File: config.mk
export PLATFORM = sky130hd
export DESIGN_NAME = hgwq_front
export DESIGN_NICKNAME = d
export VERILOG_FILES = /design/src/sv/hgwq_pkg.sv /design/src/sv/hgwq_front.sv
export SDC_FILE = /design/constraint.sdc
export NUM_CORES = 1
export LEC_CHECK = 0
export BUFFER_PORTS_ARGS = -buffer_cell sky130_fd_sc_hd__buf_2
export CAP_MARGIN = 30
export CORE_UTILIZATION = 56
export CTS_CLUSTER_SIZE = 40
export DETAILED_ROUTE_END_ITERATION = 12
export PLACE_DENSITY_LB_ADDON = 0.12
export SLEW_MARGIN = 20
export SYNTH_ARGS = -nofsm -noshare
export SYNTH_HDL_FRONTEND = slang
export SYNTH_SLANG_ARGS = --single-unit
File: constraint.sdc
create_clock -name i_clk -period 4.15 [get_ports i_clk]
set_input_delay 0.415 -clock i_clk [delete_from_list [all_inputs] [get_ports i_clk]]
set_output_delay 0.415 -clock i_clk [all_outputs]
set_load 0.02 [all_outputs]
File: src/sv/hgwq_pkg.sv
`default_nettype none
package hgwq_pkg;

    localparam logic [1:0] OP_SAMPLE = 2'd0;
    localparam logic [1:0] OP_RESET  = 2'd1;
    localparam logic [1:0] OP_QUERY  = 2'd2;

    localparam logic [6:0] PCT_FULL = 7'd100;

    typedef enum logic [3:0] {
        K_SAMPLE = 4'b0001,
        K_RESET  = 4'b0010,
        K_QUERY  = 4'b0100,
        K_NOP    = 4'b1000
    } t_kind;

    typedef struct packed {
        t_kind       kind;
        logic [63:0] time_ns;
        logic [6:0]  pct;
    } t_cmd;

    typedef enum logic [2:0] {
        S_IDLE = 3'b001,
        S_DIV  = 3'b010,
        S_SCAN = 3'b100
    } t_state;

endpackage
`default_nettype wire

File: src/sv/hgwq_front.sv
`default_nettype none
module hgwq_front
    import hgwq_pkg::*;
(
    input  wire         i_clk,
    input  wire         i_rst_n,
    input  wire         i_valid,
    output logic        o_ready,
    input  wire  [1:0]  i_operation,
    input  wire  [63:0] i_time_ns,
    input  wire  [6:0]  i_percent,
    output logic        o_cvalid,
    output t_cmd        o_cmd,
    input  wire         i_cpop
);
    // Decodes requests and holds them in a two-entry queue.
    t_cmd       r_q [2];
    logic       r_wp;
    logic       r_rp;
    logic [1:0] r_cnt;
    t_cmd       w_cmd;
    logic       w_push;
    logic       w_pop;

    always_comb begin
        w_cmd.time_ns = i_time_ns;
        w_cmd.pct     = (i_percent > PCT_FULL) ? PCT_FULL : i_percent;
        unique case (i_operation)
            OP_SAMPLE: w_cmd.kind = K_SAMPLE;
            OP_RESET:  w_cmd.kind = K_RESET;
            OP_QUERY:  w_cmd.kind = K_QUERY;
            default:   w_cmd.kind = K_NOP;
        endcase
    end

    assign o_ready  = (r_cnt != 2'd2);
    assign w_push   = i_valid && o_ready;
    assign o_cvalid = (r_cnt != 2'd0);
    assign w_pop    = i_cpop && o_cvalid;
    assign o_cmd    = r_q[r_rp];

    always_ff @(posedge i_clk) begin
        if (w_push) begin
            r_q[r_wp] <= w_cmd;
        end
        if (!i_rst_n) begin
            r_wp  <= 1'b0;
            r_rp  <= 1'b0;
            r_cnt <= 2'd0;
        end else begin
            if (w_push) begin
                r_wp <= ~r_wp;
            end
            if (w_pop) begin
                r_rp <= ~r_rp;
            end
            r_cnt <= r_cnt + 2'(w_push) - 2'(w_pop);
        end
    end
endmodule
`default_nettype wire

==> results of run 1 <==
[cells in the mapped netlist (2+ instances only)]
master / number / area (µm²)
a21bo_1: 2 / 20.0
and2_1: 8 / 50.1
buf_2: 2 / 10.0
buf_6: 6 / 67.6
clkbuf_1: 2 / 7.51
dfxtp_1: 5 / 100
edfxtp_1: 150 / 4500
mux2_2: 25 / 282
mux2_4: 50 / 751
nand2_1: 2 / 7.51
nand2b_1: 2 / 12.5
nor2_1: 4 / 15.0
nor2b_1: 3 / 18.8
[layer usage]
| layer | share of wire | wire (µm) | track usage | up-vias |
|---|---|---|---|---|
| li1 | - | - | - | 1421 |
| met1 | 0.40 | 3890 | 0.208 | 1496 |
| met2 | 0.51 | 4880 | 0.298 | 109 |
| met3 | 0.073 | 699 | 0.0786 | 11 |
| met4 | 0.015 | 141 | 0.0815 | 0 |
| met5 | 0 | 0 | 0 | - |
[flip-flops by register name, summed over array words and instances (netlist names), named ones only]
register,cells
r_q,150
r_cnt,2
r_wp,1
r_rp,1
[cell type report]
class,instances,share of cell area
clock inverter,13,0.0140
sequential,155,0.623
timing repair buffer,158,0.110
clock buffer,19,0.0570
inverter,1,0.000677
multi-input combinational,110,0.171
tap,136,0.0230
[worst register-to-register path, stage by stage (launching register included)]
cell,delay [ps]
dfxtp_1,370
nand2b_1,230
nand3b_1,160
clkinv_2,700
buf_4,510
[cell usage in the layout, fill, tap and decap left out, types with 2 or more instances in the layout]
cell type / instances
nand2_1: 2
clkinv_2: 5
a21bo_1: 2
clkbuf_16: 16
clkinv_1: 2
mux2_4: 50
nor2b_1: 3
and2_1: 8
buf_4: 4
nor2_1: 4
edfxtp_1: 150
dfxtp_1: 4
mux2_2: 25
clkbuf_1: 2
nand2b_1: 2
clkinvlp_4: 5
buf_2: 153
[metrics by stage]
step	util	instance area, µm²	setup WS [ps]	std cells
2_1_floorplan	-	5960	1150	276
3_3_place_gp	0.663	6850	1970	559
3_5_place_dp	0.665	6870	1920	560
4_1_cts	0.716	7390	1410	592
5_1_grt	0.716	7390	1330	592
6_report	0.716	7390	1450	592
[power breakdown]
part | internal, mW | switching (mW)
registers | 1.91 | 0.0911
logic | 0.467 | 0.545
clock network | 0.785 | 0.564
[worst paths after layout]
check / slack, ps / startpoint / cells past startpoint / to
setup / recovery: 1450 / register / 3 / o_cmd[0]
hold / removal: 80 / i_time_ns[12] / 1 / r_q[0][19]
setup reg to reg: 1930 / r_cnt[0] / 4 / r_q[0][74]
hold reg to reg: 600 / r_rp / 2 / register
[cell families after synthesis]
kind of cell / Yosys count / share of synthesized area
mux: 76 / 0.175
buf+inv: 11 / 0.0149
fa+ha+maj: 1 / 0.00210
compound gates: 9 / 0.0118
simple gates: 23 / 0.0216
xor+xnor: 1 / 0.00147
flops: 155 / 0.773
==> qor.txt, run 1 <==
die area: 11100 µm²
Post-route DRC: 0
CTS clock-pin slew for the worst setup and hold paths: 60 ps
Register Area: 4610 µm²
CTS root buffer: clkbuf_8
Synth Cell Area: 5960 µm²
Post-DP HPWL: 6240 µm
Nets: 521
asr flop ratio synth: 0
Post-CTS Hold Buffers: 0
CP max stage cell: dfxtp_4
number of synthesized flops with an enable pin: 150
leakage: 2.87 nW
CP max FO: 35
Final min period: 2700 ps
endpoints failing hold: 0
delay-heaviest family, CP: flip-flops
hold crit path type: input port to register
gr ovfl total: 0
DR vias: 3037
first-pass GRT wire length: 14700 µm
H-tree lvl count: 4
Worst path max stage delay: 710 ps
sequential area share after synthesis: 0.773
Tightest Pin Transition: 883 ps
Total Power: 4.36 mW
Unique masters post-synth: 28
Mapped Avg Cell Area: 21.6 µm²
Ant. Diodes: 0
critical path cell sequence: buf_4, mux2_2, buf_2
vias per cell: 5.13
Starting Density: 0.577
pin count of the biggest net entering global routing: 51
f_max: 370 MHz
endpoints failing setup: 0
Yosys warnings: 0
CP Launch Type: register
vias in the first global route: 3008
First-pass DRT Iterations: 4
Die H: 105 µm
Main synth FF type: edfxtp_1
initial antenna violation count: 0
CTS tree: built
Worst-Skew Late Latency: 520 ps
Fillers: 663
total power per unit cell area: 590 nW/µm²
setup_tns: 0 ps
Final GP Congestion: 0.712
clk buf depth: 2
WL/cell: 16.2 µm
RSZ-0062 raised after global routing: no
CP Data Required Time: 3730 ps
area of the multi-input gates: 1270 µm²
Horiz. Die Dim: 105 µm
Core Region: 10300 µm²
critical path arrival: 2290 ps
FF+latch count, synth: 155
Cells after Synth: 276
# rows: 37
final setup skew: 10.9 ps
fin. max-slew vios: 0
first-iteration detailed-routing DRC count: 83
Port Buf Inserts: 153
Buf/Inv on CP: 2
critical path class: register to output port
WL final: 9620 µm
Area Growth Syn to Fin: 24.1%
GRT Overall Usage: 0.182
postcts setup bufs: 0
crit share post-route: 0.651
ratio of cells with drive above 1 in the final layout: 0.581
status: completed
synthesized net count: 354
num ports: 154
relative max-transition margin: 0.411
VDD IR max: 293 µV
Routed Antenna Nets: 0
CTS Buf Count: 17
# clock sinks: 155
CP endpoint kind: output port
hold slack final: 82.8 ps
max-cap violations: 0
post-CTS resize count: 0
Note: power is estimated with default switching activity, not from simulation.
==> inputs of run 2 (changes only) <==
--- a/config.mk
+++ b/config.mk
@@ -5,9 +5,10 @@
 export SDC_FILE = /design/constraint.sdc
 export NUM_CORES = 1
 export LEC_CHECK = 0
+export ABC_AREA = 1
 export BUFFER_PORTS_ARGS = -buffer_cell sky130_fd_sc_hd__buf_2
 export CAP_MARGIN = 30
-export CORE_UTILIZATION = 56
+export CORE_UTILIZATION = 52
 export CTS_CLUSTER_SIZE = 40
 export DETAILED_ROUTE_END_ITERATION = 12
 export PLACE_DENSITY_LB_ADDON = 0.12
==> constraint.sdc (replaced) <==
create_clock -name i_clk -period 2.6 [get_ports i_clk]
set_input_delay 0.26 -clock i_clk [delete_from_list [all_inputs] [get_ports i_clk]]
set_output_delay 0.26 -clock i_clk [all_outputs]
set_load 0.02 [all_outputs]
==> run 2 against run 1 <==
Hold slack worse by 46 ps. Critical path depth unchanged. Synthesized cell count up 4.7%. Worst setup slack lost 930 ps. First-iteration DRC count is 19% higher. Design area up 1.0%. Clock-buffer cell count stayed put. Register-to-register slack lost 1000 ps.
==> qor.txt, run 2 <==
Area after DPL: 6880 µm² (was 6870 µm²)
relative max-transition margin: 0.620 (was 0.411)
# rows: 38 (was 37)
CP Data Required Time: 2340 ps (was 3730 ps)
GRT Overall Usage: 0.171 (was 0.182)
H-tree lvl count: 4 (unchanged)
Yosys warnings: 0 (unchanged)
WL met1: 3880 µm (was 3890 µm)
Post-DP HPWL: 6470 µm (was 6240 µm)
R2R setup slack: 900 ps (was 1930 ps)
reg2reg end: r_q[0][53] (was r_q[0][74])
fin. max-slew vios: 0 (unchanged)
critical path arrival: 1820 ps (was 2290 ps)
number of synthesized flops with an enable pin: 150 (unchanged)
sequential power share: 0.428 (was 0.459)
largest cells by area after synthesis: edfxtp_1, mux2_4, mux2_2 (unchanged)
DR vias: 3028 (was 3037)
Nets: 535 (was 521)
leakage: 2.96 nW (was 2.87 nW)
ratio of cells with drive above 1 in the final layout: 0.564 (was 0.581)
total power per unit cell area: 1040 nW/µm² (was 590 nW/µm²)
Final Cell Area: 7470 µm² (was 7390 µm²)
Net Sw Power: 2.18 mW (was 1.20 mW)
met2 WL: 5020 µm (was 4880 µm)
CTS tree: built (unchanged)
Area Growth Syn to Fin: 25.8% (was 24.1%)
Worst-Skew Late Latency: 410 ps (was 520 ps)
Mapped Avg Cell Area: 20.6 µm² (was 21.6 µm²)
top post-synthesis cells by count: edfxtp_1, mux2_4, mux2_2 (unchanged)
Tightest Pin Transition: 570 ps (was 883 ps)
Min-Delay Endpoint: r_q[1][16] (was r_q[0][19])
WL/cell: 16.0 µm (was 16.2 µm)
first-pass GRT wire length: 14600 µm (was 14700 µm)
share of the synthesized area in the top cell type: 0.758 (was 0.756)
critical path cell sequence: buf_12, mux2_2, buf_2 (was buf_4, mux2_2, buf_2)
CP max FO: 29 (was 35)
synthesized net count: 367 (was 354)
# clock sinks: 155 (unchanged)
Post-route DRC: 0 (unchanged)
first-iteration detailed-routing DRC count: 99 (was 83)
gr ovfl total: 0 (unchanged)
Post-CTS Hold Buffers: 0 (unchanged)
Comb pwr share: 0.262 (was 0.232)
most common cell after layout, fill and taps aside: buf_2 (unchanged)
Worst R2R Path Depth: 5 (was 4)
die area: 11900 µm² (was 11100 µm²)
Worst path max stage delay: 580 ps (was 710 ps)
f_max: 481 MHz
pin count of the biggest net entering global routing: 41 (was 51)
Final min period: 2080 ps
Horiz. Die Dim: 109 µm (was 105 µm)
Cells after Synth: 289 (was 276)
Clk pwr share: 0.310 (was 0.309)
hold_sp: i_time_ns[9] (was i_time_ns[12])
Routed Antenna Nets: 0 (unchanged)
hold crit path type: input port to register (unchanged)
CP max stage cell: dfxtp_4 (unchanged)
postcts setup bufs: 0 (unchanged)
vias in the first global route: 3047 (was 3008)
WL final: 9750 µm (was 9620 µm)
max reg flops: 150 (unchanged)
final worst setup slack: 523 ps (was 1450 ps)
CTS root buffer: clkbuf_16 (was clkbuf_8)
Power Internal: 5.56 mW (was 3.16 mW)
met3 routed WL: 699 µm (unchanged)
VDD IR max: 515 µV (was 293 µV)
Starting Density: 0.541 (was 0.577)
most common cell in the netlist: edfxtp_1 (unchanged)
most frequent cells in the layout: buf_2, edfxtp_1, mux2_4 (unchanged)
Main synth FF type: edfxtp_1 (unchanged)
Die H: 109 µm (was 105 µm)
max-cap violations: 0 (unchanged)
CP endpoint kind: output port (unchanged)
Port Buf Inserts: 153 (unchanged)
CTS Buf Count: 17 (unchanged)
num ports: 154 (unchanged)
largest register by flop count: r_q (unchanged)
status: completed (unchanged)
RSZ-0062 raised after global routing: no (unchanged)
endpoints failing hold: 0 (unchanged)
asr flop ratio synth: 0 (unchanged)
vias per cell: 4.96 (was 5.13)
Synth area leader: edfxtp_1 (unchanged)
initial antenna violation count: 1 (was 0)
CTS clock-pin slew for the worst setup and hold paths: 60 ps (about the same)
Unique masters post-synth: 16 (was 28)
Final GP Congestion: 0.710 (was 0.712)
clk buf depth: 2 (unchanged)
post-CTS resize count: 0 (unchanged)
critical path class: register to output port (unchanged)
endpoints failing setup: 0 (unchanged)
DP Worst Slack: 913 ps (was 1920 ps)
FF+latch count, synth: 155 (unchanged)
sw frac: 0.282 (was 0.275)
CP Launch Type: register (unchanged)
worst r2r src: r_cnt[0] (unchanged)
sequential area share after synthesis: 0.775 (was 0.773)
Synth Cell Area: 5940 µm² (was 5960 µm²)
Core Region: 11000 µm² (was 10300 µm²)
First-pass DRT Iterations: 4 (unchanged)
WHS Path Cells: 1 (unchanged)
Top Registers: r_q x150, r_cnt x2 (unchanged)
crit share post-route: 0.799
final setup skew: 6.16 ps (was 10.9 ps)
max layer used: met4 (unchanged)
==> run 2: per-stage QoR <==
stage / util / std cells / hold WS [ps] / power (mW) / TNS, ps
after floorplan: - / 289 / 353 / 4.84 / -82990
after global placement: 0.627 / 578 / 448 / 5.40 / 0
after detailed placement: 0.627 / 578 / 452 / 5.42 / 0
after CTS: 0.680 / 610 / 20.8 / 7.83 / 0
after global routing: 0.680 / 610 / 19.2 / 8.07 / 0
final: 0.680 / 611 / 36.8 / 7.74 / 0
==> run 2: cell type report <==
class | instances | area [µm²]
multi-input combinational | 112 | 1220
clock buffer | 19 | 433
sequential | 155 | 4610
inverter | 12 | 45.0
antenna | 1 | 2.50
timing repair buffer | 159 | 836
clock inverter | 13 | 150
tap | 140 | 175
fill | 769 | 3510
==> run 2: how the worst max path moves through the flow <==
stage                     slack, ps     start         end  depth (start not counted)
after floorplan                -560  r_cnt[0]   r_q[1][0]                          4
after global placement          920  register    o_cmd[4]                          3
after detailed placement        910  r_cnt[0]  r_q[0][66]                          5
after CTS                       480  register    o_cmd[4]                          3
after global routing            450  register   o_cmd[74]                          3
final                           520  register   o_cmd[74]                          3
==> run 2: kinds of logic after synthesis <==
logic type | Yosys count | synth area share
flops | 155 | 0.775
mux | 75 | 0.174
fa+ha+maj | 1 | 0.00211
buf+inv | 22 | 0.0219
xor+xnor | 1 | 0.00147
compound gates | 7 | 0.00758
simple gates | 28 | 0.0179
==> run 2: worst max-delay path, delay by kind of cell, from the launching register on <==
family                 cells  cell delay (ps)
buffers and inverters      2              440
DFF                        1              580
muxes                      1              370
==> run 2: metal layers <==
layer	global-route usage	up-vias
li1	-	1441
met1	0.198	1474
met2	0.286	101
met3	0.0628	12
met4	0.0724	0
met5	0	-
==> run 2: power groups by stage <==
stage	registers [mW]	clock network, mW	logic (mW)
after global placement	3.35	0	2.05
final	3.31	2.40	2.03
after detailed placement	3.37	0	2.05
after global routing	3.35	2.54	2.18
after CTS	3.32	2.45	2.06
after floorplan	3.31	0	1.53
